$ cat src/rtl/slaf_pkg.sv
// Package for the slew-limited eight-sample average filter.
// Widths, reset values, opcodes and register addresses shared by all rtl/ files.
// No dependencies.
package slaf_pkg;

  // Field widths fixed by the interface
  localparam int FIELD_W       = 16;
  localparam int SLEW_W        = 16;
  localparam int SAMPLE_BITS_D = 16;

  // History depth (the newest sample makes the eighth term)
  localparam int HIST_DEPTH = 7;

  localparam logic [SLEW_W-1:0] SLEW_RESET = 16'd20;

  // Opcodes
  localparam logic OP_SAMPLE = 1'b0;
  localparam logic OP_RELOAD = 1'b1;

  // Configuration port
  localparam int APB_DW = 32;
  localparam int APB_AW = 3;
  localparam logic SEL_SLEW = 1'b0;  // paddr[2] selects the register word

  typedef struct packed {
    logic               opcode;
    logic [FIELD_W-1:0] sample;
  } item_t;

endpackage

$ cat src/rtl/slew_limited_average_filter_core.sv
// Top level of the slew-limited eight-sample average filter.
// Depends on slaf_pkg, slaf_cfg and slaf_core.
//
// Use:
//   Input channel (in_valid, in_stall, opcode, sample): a word is taken at a
//   rising edge with in_valid high and in_stall low. opcode OP_SAMPLE filters
//   the sample; OP_RELOAD arms a reload and gives no output word.
//   Output channel (out_valid, out_stall, filtered): a word leaves at a rising
//   edge with out_valid high and out_stall low.
//   Path: a taken sample passes the input register, then the output
//   register, and waits in the input register while the output word stalls.
//   One word per cycle while no output word stalls; the clamp, the eight-term
//   sum and the rounding all settle in the single stage between the registers.
//   Stall: while the output word waits, the input register still takes one
//   word and reload requests keep moving; a sample is held in the input
//   register, with in_stall high, until the output register frees.
//   Reset (rst, synchronous): channels empty, history and last output zero,
//   slew_limit 20, reload armed so the first sample refills history. Users must
//   write slew_limit over the APB-style port only while idle; not enforced.
module slew_limited_average_filter_core #(
  parameter int SAMPLE_BITS = slaf_pkg::SAMPLE_BITS_D
) (
  input  logic                          clk,
  input  logic                          rst,
  // input words
  input  logic                          in_valid,
  output logic                          in_stall,
  input  logic                          opcode,
  input  logic [slaf_pkg::FIELD_W-1:0]  sample,
  // output words
  output logic                          out_valid,
  input  logic                          out_stall,
  output logic [slaf_pkg::FIELD_W-1:0]  filtered,
  // configuration
  input  logic                          psel,
  input  logic                          penable,
  input  logic                          pwrite,
  input  logic [slaf_pkg::APB_AW-1:0]   paddr,
  input  logic [slaf_pkg::APB_DW-1:0]   pwdata,
  output logic [slaf_pkg::APB_DW-1:0]   prdata,
  output logic                          pready
);

  logic [slaf_pkg::SLEW_W-1:0]  slew_limit;

  // Input register
  logic                         in_full;
  slaf_pkg::item_t              in_word;

  logic                         out_free;
  logic                         fire;
  logic [slaf_pkg::FIELD_W-1:0] result;

  slaf_cfg u_cfg (
    .clk        (clk),
    .rst        (rst),
    .psel       (psel),
    .penable    (penable),
    .pwrite     (pwrite),
    .paddr      (paddr),
    .pwdata     (pwdata),
    .prdata     (prdata),
    .pready     (pready),
    .slew_limit (slew_limit)
  );

  // A reload request needs no output slot; a sample needs a free output register
  assign out_free = !out_valid || !out_stall;
  assign fire     = in_full && ((in_word.opcode == slaf_pkg::OP_RELOAD) || out_free);
  assign in_stall = in_full && !fire;

  always_ff @(posedge clk) begin
    if (rst) begin
      in_full <= 1'b0;
    end else if (in_valid && !in_stall) begin
      in_full <= 1'b1;
    end else if (fire) begin
      in_full <= 1'b0;
    end
  end

  // Payload: load on accept, no reset
  always_ff @(posedge clk) begin
    if (in_valid && !in_stall) begin
      in_word.opcode <= opcode;
      in_word.sample <= sample;
    end
  end

  slaf_core #(
    .SAMPLE_BITS (SAMPLE_BITS)
  ) u_core (
    .clk        (clk),
    .rst        (rst),
    .fire       (fire),
    .item       (in_word),
    .slew_limit (slew_limit),
    .result     (result)
  );

  // Output register: advance on a finished sample, drop once taken
  always_ff @(posedge clk) begin
    if (rst) begin
      out_valid <= 1'b0;
    end else if (fire && (in_word.opcode == slaf_pkg::OP_SAMPLE)) begin
      out_valid <= 1'b1;
    end else if (!out_stall) begin
      out_valid <= 1'b0;
    end
  end

  always_ff @(posedge clk) begin
    if (fire && (in_word.opcode == slaf_pkg::OP_SAMPLE)) begin
      filtered <= result;
    end
  end

endmodule

$ cat src/rtl/slaf_cfg.sv
// Configuration register block: APB-style slave holding slew_limit.
// Depends on slaf_pkg.
module slaf_cfg (
  input  logic                          clk,
  input  logic                          rst,
  input  logic                          psel,
  input  logic                          penable,
  input  logic                          pwrite,
  input  logic [slaf_pkg::APB_AW-1:0]   paddr,
  input  logic [slaf_pkg::APB_DW-1:0]   pwdata,
  output logic [slaf_pkg::APB_DW-1:0]   prdata,
  output logic                          pready,
  output logic [slaf_pkg::SLEW_W-1:0]   slew_limit
);

  logic wr_slew;

  assign pready  = 1'b1;
  assign wr_slew = psel && penable && pwrite && (paddr[2] == slaf_pkg::SEL_SLEW);

  always_ff @(posedge clk) begin
    if (rst) begin
      slew_limit <= slaf_pkg::SLEW_RESET;
    end else if (wr_slew) begin
      slew_limit <= pwdata[slaf_pkg::SLEW_W-1:0];
    end
  end

  // Unused word reads as zero
  assign prdata = (paddr[2] == slaf_pkg::SEL_SLEW) ?
                  slaf_pkg::APB_DW'(slew_limit) : '0;

endmodule

$ cat src/rtl/slaf_core.sv
// Filter state and arithmetic: slew clamp, eight-term sum, rounded divide by eight.
// Depends on slaf_pkg.
module slaf_core #(
  parameter int SAMPLE_BITS = slaf_pkg::SAMPLE_BITS_D
) (
  input  logic                         clk,
  input  logic                         rst,
  input  logic                         fire,
  input  slaf_pkg::item_t              item,
  input  logic [slaf_pkg::SLEW_W-1:0]  slew_limit,
  output logic [slaf_pkg::FIELD_W-1:0] result
);

  localparam int SUM_W = SAMPLE_BITS + 3;

  logic [SAMPLE_BITS-1:0] last_output;
  logic [SAMPLE_BITS-1:0] history [slaf_pkg::HIST_DEPTH];
  logic                   reload_pending;

  logic [SAMPLE_BITS-1:0] x;
  logic [SAMPLE_BITS-1:0] diff_up;
  logic [SAMPLE_BITS-1:0] diff_dn;
  logic [SAMPLE_BITS-1:0] x_clamped;
  logic [SUM_W-1:0]       sum;
  logic [SAMPLE_BITS-1:0] avg;

  always_comb begin
    x       = item.sample[SAMPLE_BITS-1:0];
    diff_up = x - last_output;
    diff_dn = last_output - x;

    // Clamp towards last_output; result always lies between the two
    x_clamped = x;
    if (x > last_output) begin
      if (slaf_pkg::SLEW_W'(diff_up) > slew_limit) begin
        x_clamped = last_output + SAMPLE_BITS'(slew_limit);
      end
    end else begin
      if (slaf_pkg::SLEW_W'(diff_dn) > slew_limit) begin
        x_clamped = last_output - SAMPLE_BITS'(slew_limit);
      end
    end

    sum = SUM_W'(x_clamped);
    for (int i = 0; i < slaf_pkg::HIST_DEPTH; i++) begin
      sum = sum + SUM_W'(history[i]);
    end

    // Round up only when the remainder exceeds four
    avg = sum[SUM_W-1:3] + SAMPLE_BITS'(sum[2:0] > 3'd4);

    if (reload_pending) begin
      result = slaf_pkg::FIELD_W'(x);
    end else begin
      result = slaf_pkg::FIELD_W'(avg);
    end
  end

  always_ff @(posedge clk) begin
    if (rst) begin
      reload_pending <= 1'b1;
      last_output    <= '0;
      for (int i = 0; i < slaf_pkg::HIST_DEPTH; i++) begin
        history[i] <= '0;
      end
    end else if (fire) begin
      if (item.opcode == slaf_pkg::OP_RELOAD) begin
        reload_pending <= 1'b1;
      end else if (reload_pending) begin
        reload_pending <= 1'b0;
        last_output    <= x;
        for (int i = 0; i < slaf_pkg::HIST_DEPTH; i++) begin
          history[i] <= x;
        end
      end else begin
        last_output <= avg;
        history[0]  <= x_clamped;
        for (int i = 1; i < slaf_pkg::HIST_DEPTH; i++) begin
          history[i] <= history[i-1];
        end
      end
    end
  end

endmodule

$ cat config.mk
export PLATFORM = sky130hd
export DESIGN_NAME = slew_limited_average_filter_core
export DESIGN_NICKNAME = d
export VERILOG_FILES = /design/src/rtl/slaf_pkg.sv /design/src/rtl/slew_limited_average_filter_core.sv /design/src/rtl/slaf_cfg.sv /design/src/rtl/slaf_core.sv
export SDC_FILE = /design/constraint.sdc
export NUM_CORES = 1
export LEC_CHECK = 0
export ABC_AREA = 1
export BUFFER_PORTS_ARGS = -buffer_cell sky130_fd_sc_hd__clkbuf_2
export CAP_MARGIN = 30
export CORE_MARGIN = 2
export CORE_UTILIZATION = 40
export CTS_CLUSTER_DIAMETER = 80
export DETAILED_ROUTE_END_ITERATION = 7
export GPL_TIMING_DRIVEN = 1
export RECOVER_POWER = 50
export SLEW_MARGIN = 20
export SYNTH_ARGS = -nofsm -noshare
export SYNTH_HDL_FRONTEND = slang
export SYNTH_SLANG_ARGS = --single-unit
export TNS_END_PERCENT = 100
$ cat constraint.sdc
create_clock -name clk -period 8 [get_ports clk]
set_input_delay 0.8 -clock clk [delete_from_list [all_inputs] [get_ports clk]]
set_output_delay 0.8 -clock clk [all_outputs]
set_load 0.01 [all_outputs]
After elaboration in Yosys (flattened, before gate mapping) --
Memory sizes are Yosys's and may differ from the RTL's. Cells that the tools add are included.
Cells by class: $add $sub $neg 12, magnitude comparators 4, eq/ne operators 1, multiplexer cells 36, bitwise operators 16, reduce and logical (&&, ||, !) cells 15
Operators by type and width (number):
- 16-bit two-way mux | 19
- 19-bit by 16-bit adder with 19-bit output | 6
- 16-bit > comparator | 3
- 16-bit subtractor | 3
- 16-bit by 16-bit adder with 17-bit output | 1
- 1-bit two-way mux | 17
- 16-bit by 1-bit adder with 16-bit output | 1
- 16-bit adder | 1
- 1-bit bitwise OR | 14
- 1-bit logical AND | 7
- 1-bit zero test | 4
- 3-bit > comparator, second input constant | 1
- 1-bit logical OR | 2
- 2-bit by 1-bit inequality test with 1-bit output, second input constant | 1
- 1-bit inverter | 2
- 2-bit AND reduction | 1
- 2-bit nonzero test | 1
Word-level totals: bits in registers 68, memory bits (writable) 112, input bits 59, output and inout bits 51, logic and storage cells 93, memories 1
Memories:
- u_core.history | depth 7, bits a word 16, read ports 7, clocked after memory_dff 0, wr ports 7, line slaf_core.sv:17 | logic [SAMPLE_BITS-1:0] history [slaf_pkg::HIST_DEPTH];

Depth between registers and ports, before layout --
Gate-level depths: netlist of the first run.
word-level depth 14, depth in mapped cells 56, depth with buffers taken out 55

Modules after synthesis --
A second synthesis of the first run with hierarchy kept.
Second synthesis, totals: cells, all modules 2005, area total of the unflattened synthesis 15800.2 um^2
By module, submodules not included:
- slaf_core | instances 1, cells each 1796, area each 13665.6 um^2
- slew_limited_average_filter_core | instances 1, cells each 51, area each 1098.6 um^2
- slaf_cfg | instances 1, cells each 158, area each 1036.0 um^2

Worst setup path after synthesis of the first run --
No wires, ideal clock.
path type flip-flop to flip-flop, start point reg in_word[2] in the netlist's numbering, end point reg filtered[12] in the netlist's numbering (data pin), library setup time 0.255 ns, arrival time 8.366 ns, required time 7.745 ns, path slack -0.621 ns, cell stages (with the launch flop) 53, buffers on the path 2, clock period less this slack 8.621 ns, cell sequence edfxtp_1 > inv_1 > ha_1 > buf_2 > a21oi_1 > inv_1 > a31oi_1 > o221ai_1 > a31oi_1 > xor2_1 > inv_1 > ha_1 > a21oi_1 > o21ai_0 > a21oi_1 > nand2_1 > nand2_1 > clkbuf_1 > (+17 left out) > fa_1 > fa_1 > fa_1 > inv_1 > ha_1 > nand2_1 > inv_1 > nand2_1 > inv_1 > a21oi_1 > nand3_1 > nand2_2 > nand2_1 > nor2_1 > nand3_1 > nand2_1 > nand3_1 > and2_1
On the way: cells in the longest elaborated chain, start to end 14, elaborated cells between the ends (all ways) 18
RTL lines:
- start, declared | line slew_limited_average_filter_core.sv:48 | slaf_pkg::item_t in_word;
- 16-bit subtractor (on tied branches) | line slaf_core.sv:30, slaf_core.sv:29
- 16-bit > comparator (on tied branches) | line slaf_core.sv:39, slaf_core.sv:35
- 16-bit two-way mux (on tied branches) | line slaf_core.sv:39, slaf_core.sv:35
- 16-bit two-way mux * | line slaf_core.sv:34 | if (x > last_output) begin
- 16-bit by 16-bit adder with 17-bit output * | line slaf_core.sv:46 | sum = sum + SUM_W'(history[i]);
- 19-bit by 16-bit adder with 19-bit output * (6 in series) | line slaf_core.sv:46
- 3-bit > comparator | line slaf_core.sv:50 | avg = sum[SUM_W-1:3] + SAMPLE_BITS'(sum[2:0] > 3'd4);
- 16-bit by 1-bit adder with 16-bit output * | line slaf_core.sv:50
- 16-bit two-way mux * | line slaf_core.sv:52 | if (reload_pending) begin
- named net result (one bit) | line slew_limited_average_filter_core.sv:52 | logic [slaf_pkg::FIELD_W-1:0] result;
- end signal, assigned | line slew_limited_average_filter_core.sv:114 | filtered <= result;
- end, declared | line slew_limited_average_filter_core.sv:33 | output logic [slaf_pkg::FIELD_W-1:0] filtered,
The timed path passes the listed nets; every way through them passes the cells marked *. A chain may end at the register's enable or synchronous reset.

Worst setup path after layout of the first run --
start point reg in_word[6] in the netlist's numbering, end point reg filtered[14] in the netlist's numbering (data pin)
The elaborated chain is that of the path after synthesis.

==> impl_metrics.env, run 1 <==
export IMPL_status="complete, but fails checks"
export IMPL_violations="setup timing"
export IMPL_synth_warnings=0
export IMPL_finalMaxSlewViolations=0
export IMPL_die_height_um=203.1
export IMPL_synth_ff_type="edfxtp_1"
export IMPL_netlist_instances=1979
export IMPL_avgRoutedWirePerCell_um=17.73
export IMPL_setup_violations=28
export IMPL_cts_buffer_depth=2
export IMPL_finalCritPeriodShare_pct=107.5
export IMPL_num_rows=72
export IMPL_drc_errors=0
export IMPL_drt_first_pass_iters=5
export IMPL_yosys_area_share_xor_xnor_pct=3.644
export IMPL_overflow=0
export IMPL_synth_edf_count=145
export IMPL_fin_nets=2578
export IMPL_die_w_um=203.1
export IMPL_critPathKind="flip-flop to flip-flop"
export IMPL_synth_simple_area_share_pct=21.72
export IMPL_hold_violations=0
export IMPL_cts_root_buf="clkbuf_16"
export IMPL_numCtsBuffers=17
export IMPL_hold_path_class="primary input to flip-flop"
export IMPL_clk_latency_ps=460
export IMPL_clkSlewWorstSetupHoldPaths_ps=80
export IMPL_critPathCaptureType="flip-flop"
export IMPL_initial_core_util_pct=40.76
export IMPL_ant_nets=0
export IMPL_reg2reg_slack_ps=-600
export IMPL_syn_avg_cell_area_sq_um=8.015
export IMPL_gp_congestion=0.9437
export IMPL_vias=14260
export IMPL_clock_skew_final_ps=18.86
export IMPL_synthToLayoutAreaGrowth_pct=31.32
export IMPL_ys_seq_area_share_pct=31.87
export IMPL_antenna_found_initial=0
export IMPL_ctsHoldBuffers=0
export IMPL_grt_max_degree=79
export IMPL_synthArstFlopShare_pct=0
export IMPL_finalCriticalPeriod_ps=8597
export IMPL_start_kind="flip-flop"
export IMPL_yosys_register_bits=180
export IMPL_vias_per_cell=5.032
export IMPL_post_route_util_pct=53.52
export IMPL_cpMaxStageDelayCell="fa_1"
export IMPL_clock_fmax_mhz=116.3
export IMPL_worst_pin_slew_ps=1127
export IMPL_synth_top_family_by_area="simple AND/OR/NAND/NOR gates"
export IMPL_synthAdderAreaFrac_pct=21.05
export IMPL_synthMuxAreaShare_pct=0
export IMPL_drive_gt1_share_pct=30.67
export IMPL_cap_viol_max_count=0
export IMPL_num_antenna_cells=0
export IMPL_portBuffers=74
export IMPL_final_cell_area_sq_mm=0.02083
export IMPL_cpPeakStageDelay_ps=500
export IMPL_core_area_sq_mm=0.03892
export IMPL_grt_pass1_vias=14440
export IMPL_num_fill_cells=3661
export IMPL_dieArea_sq_mm=0.04126
export IMPL_arrival_ps=8800
export IMPL_syn_area_sq_mm=0.01586
export IMPL_cts_sinks=180
export IMPL_grtUsageTotal_pct=24.33
export IMPL_ioPinCount=110
export IMPL_maxSlewHeadroom_pct=24.88
export IMPL_crit_required_ps=8200
export IMPL_cpMostUsedCell="nand2_1"
export IMPL_ys_types=54
export IMPL_cts_tree="yes"
export IMPL_placed_area_sq_mm=0.01858
export IMPL_hpwl_um=39460
export IMPL_cp_max_fo=6
export IMPL_worst_slack_ps=-596.6
export IMPL_drtIter0Drc=952
export IMPL_drt_wl_total_um=50220
export IMPL_cts_htree_levels=4
export IMPL_rsz0062_at_grt="true"
export IMPL_synth_compound_gate_area_share_pct=10.82
export IMPL_grt_pass1_wl_um=77050
==> worst paths after layout <==
kind                         from                   end  cells after the start
max                    in_word[6]          filtered[14]                     52
min                     sample[7]            in_word[7]                      1
max reg2reg            in_word[6]          filtered[14]                     52
min reg2reg  u_core.history[0][7]  u_core.history[1][7]                      2
==> synthesized netlist by cell type (all sizes together) (9+ instances only) <==
cell / instances / share of area (%)
nand2: 514 / 13
inv: 342 / 8.1
a21oi: 147 / 4.8
edfxtp: 145 / 27
ha: 134 / 11
nor2: 122 / 3.4
nand3: 109 / 3.7
fa: 83 / 10
o21ai: 76 / 2.4
xor2: 52 / 2.9
buf: 47 / 2.0
dfxtp: 35 / 4.4
clkbuf: 27 / 0.69
o211ai: 21 / 0.99
and2: 17 / 0.67
nor3: 15 / 0.50
xnor2: 14 / 0.77
nand4: 12 / 0.51
o21bai: 9 / 0.43
==> through the flow <==
step                      cells  TNS (ps)  hold slack (ps)  setup WS (ps)
after global routing       2833    -22450            503.9         -962.1
after global placement     2758    -18560            508.3         -861.7
final                      2833    -11940            511.6         -596.6
after floorplan            1994         0            455.9          7.661
after CTS                  2814     -8855            498.7         -530.5
after detailed placement   2759    -19320            535.9         -860.8
==> registers in the layout, indices dropped and copies added, names as in the netlist <==
signal / cells
u_cfg.slew_limit: 16
in_full: 1
u_core.history: 112
out_valid: 1
u_core.last_output: 16
in_word: 17
filtered: 16
u_core.reload_pending: 1
==> what timing repair did <==
item | in CTS | in global routing
resized for setup | 163 | 196
endpoints found under the hold margin | 0 | 0
pin swaps | 68 | 69
setup buffers | 24 | 18
endpoints found under the setup margin | 30 | 32
==> worst max-delay path, delay by kind of cell, from the launching register on <==
kind            cells  cell delay, ps
compound gates      5             720
xor+xnor            2             260
flops               1             450
fa+ha+maj           9            3400
simple gates       31            3030
buf+inv             5             400
==> area by class of cell <==
class,count,area (sq um),area share [%]
clock buffer,18,429.2,2.060
clock inverter,14,110.1,0.5286
inverter,345,1308,6.277
multi-input combinational,1395,10680,51.28
sequential,180,5056,24.27
tap,518,648.1,3.112
timing repair buffer,363,2597,12.47
==> metal layers <==
layer	vias to the layer above	global-route usage [%]	wire length, um
met5	-	0	0
met4	0	8.681	1474
met3	76	3.180	2300
met2	360	42.31	24660
met1	6850	31.07	21790
li1	6971	-	-
==> cells in the final DEF (no fill, tap or decap), types with 8 or more instances in the layout <==
cell and count:
clkbuf_1 39, nor2_1 91, a21oi_1 113, and2_4 9, clkbuf_2 37, nor2_4 20, ha_1 95, ha_2 8
o211ai_1 21, o21bai_1 9, nor2_2 10, nand4_1 11, xor2_2 9, clkbuf_16 17, buf_4 265, and2_1 8
edfxtp_1 145, o21ai_1 11, a21oi_2 27, dfxtp_1 34, nand2_2 89, xor2_1 41, nand3_1 83, nand2_4 29
buf_6 20, xnor2_1 10, fa_1 77, nand3_2 21, nand2_1 396, conb_1 17, inv_1 299, o21ai_0 57
inv_2 40, ha_4 31
==> cells by family after synthesis <==
group	Yosys count
AND/OR/NAND/NOR	797
buffers and inverters	419
AO/OA/AOI/OAI	298
adder cells (fa/ha/maj)	217
flip-flops	180
XOR/XNOR	66
other	2
Power of run 1 is left out: the tool's default activity adds up to more than one toggle a clock period on the data nets, which glitch-free logic cannot reach.
==> run 2: changes to the inputs <==
--- a/config.mk
+++ b/config.mk
@@ -8,7 +8,6 @@
 export ABC_AREA = 1
 export BUFFER_PORTS_ARGS = -buffer_cell sky130_fd_sc_hd__clkbuf_2
 export CAP_MARGIN = 30
-export CORE_MARGIN = 2
 export CORE_UTILIZATION = 40
 export CTS_CLUSTER_DIAMETER = 80
 export DETAILED_ROUTE_END_ITERATION = 7
==> impl_metrics.env, run 2 (same netlist as run 1, synthesis figures left out) <==
export IMPL_status="complete, but fails checks"
export IMPL_violations="capacitance limit, slew limit, setup timing"
export IMPL_overflow=0
export IMPL_ioPinCount=110
export IMPL_cpMaxStageDelayCell="fa_1"
export IMPL_largest_register_ffs=112
export IMPL_rsz0062_at_grt="true"
export IMPL_clock_fmax_mhz=114.3
export IMPL_crit_required_ps=8210
export IMPL_vias=14200
export IMPL_clk_latency_ps=450
export IMPL_arrival_ps=8960
export IMPL_core_area_sq_mm=0.03892
export IMPL_clkSlewWorstSetupHoldPaths_ps=70
export IMPL_ctsHoldBuffers=0
export IMPL_cpPeakStageDelay_ps=530
export IMPL_drive_gt1_share_pct=29.22
export IMPL_worst_slack_ps=-752.2
export IMPL_cts_buffer_depth=2
export IMPL_maxSlewHeadroom_pct=-22.80
export IMPL_drtIter0Drc=841
export IMPL_start_kind="flip-flop"
export IMPL_setup_violations=24
export IMPL_reg_top3="u_core.history (112), in_word (17)"
export IMPL_hold_violations=0
export IMPL_grt_pass1_wl_um=74180
export IMPL_portBuffers=74
export IMPL_drt_wl_total_um=48450
export IMPL_grt_pass1_vias=14000
export IMPL_num_fill_cells=3634
export IMPL_cap_viol_max_count=1
export IMPL_clock_skew_final_ps=8.069
export IMPL_finalCritPeriodShare_pct=109.4
export IMPL_die_w_um=201.1
export IMPL_grt_max_degree=79
export IMPL_cts_tree="yes"
export IMPL_multi_input_area_sq_mm=0.01053
export IMPL_worst_pin_slew_ps=1842
export IMPL_dieArea_sq_mm=0.04045
export IMPL_hpwl_um=38080
export IMPL_finalCriticalPeriod_ps=8752
export IMPL_cts_root_buf="clkbuf_16"
export IMPL_critPathCaptureType="flip-flop"
export IMPL_finalMaxSlewViolations=34
export IMPL_numCtsBuffers=17
export IMPL_initial_core_util_pct=40.76
export IMPL_synthToLayoutAreaGrowth_pct=30.76
export IMPL_ant_nets=0
export IMPL_critPathKind="flip-flop to flip-flop"
export IMPL_drt_first_pass_iters=5
export IMPL_regMostFlops="u_core.history"
export IMPL_post_place_ws_ps=-937.0
export IMPL_hold_path_class="primary input to flip-flop"
export IMPL_antenna_found_initial=1
export IMPL_cts_htree_levels=4
export IMPL_final_seq_area_sq_mm=0.005055
export IMPL_post_route_util_pct=53.30
export IMPL_gp_congestion=0.9437
export IMPL_cpMostUsedCell="nand2_2"
export IMPL_cts_sinks=180
export IMPL_fin_setup_tns_ps=-11620
export IMPL_layout_commonest_cell="nand2_1"
export IMPL_timing_hold_ws_ps=522.5
export IMPL_fin_nets=2583
export IMPL_layout_common_cells="nand2_1 (413), inv_1 (308), buf_4 (272)"
export IMPL_cp_max_fo=8
export IMPL_drc_errors=0
export IMPL_avgRoutedWirePerCell_um=17.07
export IMPL_vias_per_cell=5.001
export IMPL_num_rows=72
export IMPL_die_height_um=201.1
export IMPL_grtUsageTotal_pct=23.61
==> run 2: worst max-delay path, delay by kind of cell (launching register included) <==
| family | cells | cell delay [ps] |
|---|---|---|
| adder cells (fa/ha/maj) | 9 | 3340 |
| AND/OR/NAND/NOR | 25 | 2740 |
| AO/OA/AOI/OAI | 7 | 1070 |
| buffers and inverters | 6 | 560 |
| flip-flops | 1 | 430 |
| XOR/XNOR | 2 | 330 |
==> run 2: layout make-up <==
type                            count  area share, %
Clock buffer                       17          2.051
Multi-Input combinational cell   1395          50.75
Timing Repair Buffer              368          12.69
Tap cell                          518          3.125
Clock inverter                     15         0.7299
Sequential cell                   180          24.37
Antenna cell                        1        0.01206
Inverter                          345          6.280
==> run 2: final timing paths <==
kind                         startpoint                     to  slack [ps]  cells past startpoint
hold / removal                sample[0]             in_word[0]         520                      1
setup reg to reg             in_word[2]           filtered[14]        -750                     49
setup / recovery             in_word[2]           filtered[14]        -750                     49
hold reg to reg   u_core.last_output[3]  u_core.last_output[3]         550                      2
==> run 2: through the flow <==
| step | instances | cell area (sq um) |
|---|---|---|
| 2_1_floorplan | 1994 | 16130 |
| 3_3_place_gp | 2764 | 18600 |
| 3_5_place_dp | 2764 | 18600 |
| 4_1_cts | 2818 | 20020 |
| 5_1_grt | 2838 | 20740 |
| 6_report | 2839 | 20740 |
==> run 2: layer usage <==
layer | vias up | wire, um | track usage (%)
met5 | - | 0 | 0
met4 | 0 | 1197 | 6.107
met3 | 75 | 1899 | 2.770
met2 | 355 | 23530 | 40.74
met1 | 6787 | 21830 | 31.30
li1 | 6980 | - | -
==> run 2: what timing repair did <==
item	4_1_cts	5_1_grt
cloned	0	0
pin swaps	73	94
gates resized for setup	159	151
endpoints found under the setup margin	30	32
buffers inserted	23	19
Power of run 2 is left out for the same reason.
==> run 3: changes to the inputs <==
--- a/config.mk
+++ b/config.mk
@@ -13,6 +13,7 @@
 export DETAILED_ROUTE_END_ITERATION = 7
 export GPL_TIMING_DRIVEN = 1
 export RECOVER_POWER = 50
+export SKIP_LAST_GASP = 1
 export SLEW_MARGIN = 20
 export SYNTH_ARGS = -nofsm -noshare
 export SYNTH_HDL_FRONTEND = slang
==> impl_metrics.env, run 3 (same netlist as run 1, synthesis figures left out) <==
export IMPL_clock_fmax_mhz=115.0
export IMPL_timing_hold_ws_ps=522.6
export IMPL_cp_max_fo=8
export IMPL_cts_htree_levels=4
export IMPL_portBuffers=74
export IMPL_grt_use_met3_pct=2.770
export IMPL_dieArea_sq_mm=0.04045
export IMPL_regMostFlops="u_core.history"
export IMPL_status="complete, but fails checks"
export IMPL_num_rows=72
export IMPL_hpwl_um=38080
export IMPL_crit_required_ps=8210
export IMPL_die_w_um=201.1
export IMPL_reg_top3="u_core.history (112), in_word (17)"
export IMPL_critPathCaptureType="flip-flop"
export IMPL_cap_viol_max_count=1
export IMPL_fin_nets=2583
export IMPL_cts_tree="yes"
export IMPL_drt_first_pass_iters=7
export IMPL_core_area_sq_mm=0.03892
export IMPL_drc_errors=0
export IMPL_ioPinCount=110
export IMPL_antenna_found_initial=1
export IMPL_numCtsBuffers=17
export IMPL_cts_root_buf="clkbuf_16"
export IMPL_post_place_ws_ps=-937.0
export IMPL_cpMaxStageDelayCell="fa_1"
export IMPL_arrival_ps=8900
export IMPL_met1_usage_pct=31.29
export IMPL_cts_sinks=180
export IMPL_gp_congestion=0.9437
export IMPL_drive_gt1_share_pct=28.92
export IMPL_worst_pin_slew_ps=1865
export IMPL_avgRoutedWirePerCell_um=16.97
export IMPL_clkSlewWorstSetupHoldPaths_ps=70
export IMPL_finalCriticalPeriod_ps=8696
export IMPL_ctsHoldBuffers=0
export IMPL_drtIter0Drc=891
export IMPL_hold_path_class="primary input to flip-flop"
export IMPL_worst_slack_ps=-696.1
export IMPL_finalCritPeriodShare_pct=108.7
export IMPL_initial_core_util_pct=40.76
export IMPL_grt_busiest_layer="met2"
export IMPL_clk_latency_ps=450
export IMPL_overflow=0
export IMPL_rsz0062_at_grt="true"
export IMPL_finalMaxSlewViolations=34
export IMPL_start_kind="flip-flop"
export IMPL_grt_pass1_wl_um=74110
export IMPL_final_cell_area_sq_mm=0.02073
export IMPL_fin_setup_tns_ps=-11710
export IMPL_use_met2_pct=40.71
export IMPL_vias_per_cell=4.985
export IMPL_critPathKind="flip-flop to flip-flop"
export IMPL_setup_violations=26
export IMPL_grtUsageTotal_pct=23.59
export IMPL_layout_common_cells="nand2_1 (417), inv_1 (311), buf_4 (272)"
export IMPL_synthToLayoutAreaGrowth_pct=30.72
export IMPL_grt_max_degree=79
export IMPL_cts_buffer_depth=2
export IMPL_layout_commonest_cell="nand2_1"
export IMPL_hold_violations=0
export IMPL_cpPeakStageDelay_ps=530
export IMPL_grt_pass1_vias=13980
export IMPL_violations="capacitance limit, slew limit, setup timing"
export IMPL_drt_wl_total_um=48190
export IMPL_placed_area_sq_mm=0.01860
export IMPL_maxSlewHeadroom_pct=-24.35
export IMPL_clock_skew_final_ps=7.370
export IMPL_reg2reg_slack_ps=-700
export IMPL_ant_nets=0
export IMPL_die_height_um=201.1
export IMPL_vias=14150
export IMPL_largest_register_ffs=112
==> run 3: cell counts in the layout (fill, tap and decap cells not counted) <==
Identical to the previous run, type by type.
==> run 3: per-layer routing <==
metal / up-vias / part of all wire (%) / wire (um)
met5: - / 0 / 0
met4: 0 / 2.4 / 1138
met3: 69 / 4.4 / 2121
met2: 349 / 49 / 23400
met1: 6754 / 45 / 21530
li1: 6980 / - / -
==> run 3: final cells by class <==
type	instances	area (sq um)
diodes	1	2.502
clock buffers	17	425.4
clock inverters	15	151.4
fillers	3636	18180
inverters	345	1303
multi-input cells	1395	10540
flip-flops and latches	180	5055
well taps	518	648.1
repair buffers	368	2614
==> run 3: worst paths after layout <==
| check | start | end | cells past startpoint |
|---|---|---|---|
| setup reg to reg | in_word[2] | filtered[14] | 49 |
| setup / recovery | in_word[2] | filtered[14] | 49 |
| hold reg to reg | u_core.last_output[3] | u_core.last_output[3] | 2 |
| hold / removal | sample[0] | in_word[0] | 1 |
==> run 3: timing repair <==
item / 4_1_cts / 5_1_grt
endpoints found under the hold margin: 0 / 0
resized for setup: 155 / 150
setup endpoints to repair: 30 / 32
pin swaps: 72 / 89
buffers inserted: 23 / 20
==> run 3: worst max-delay path: cells and delay by family, from the launching register on <==
family	cells	cell delay (ps)
xor+xnor	2	340
buf+inv	7	700
simple gates	25	2760
flops	1	430
fa+ha+maj	8	3020
compound gates	7	1160
==> run 3: metrics by stage <==
stage               std cells  util (%)
global placement         2764     47.79
detailed placement       2764     47.79
finish                   2839     53.28
floorplan                1994         -
CTS                      2818     51.43
global route             2838     53.27
Power of run 3 is left out for the same reason.
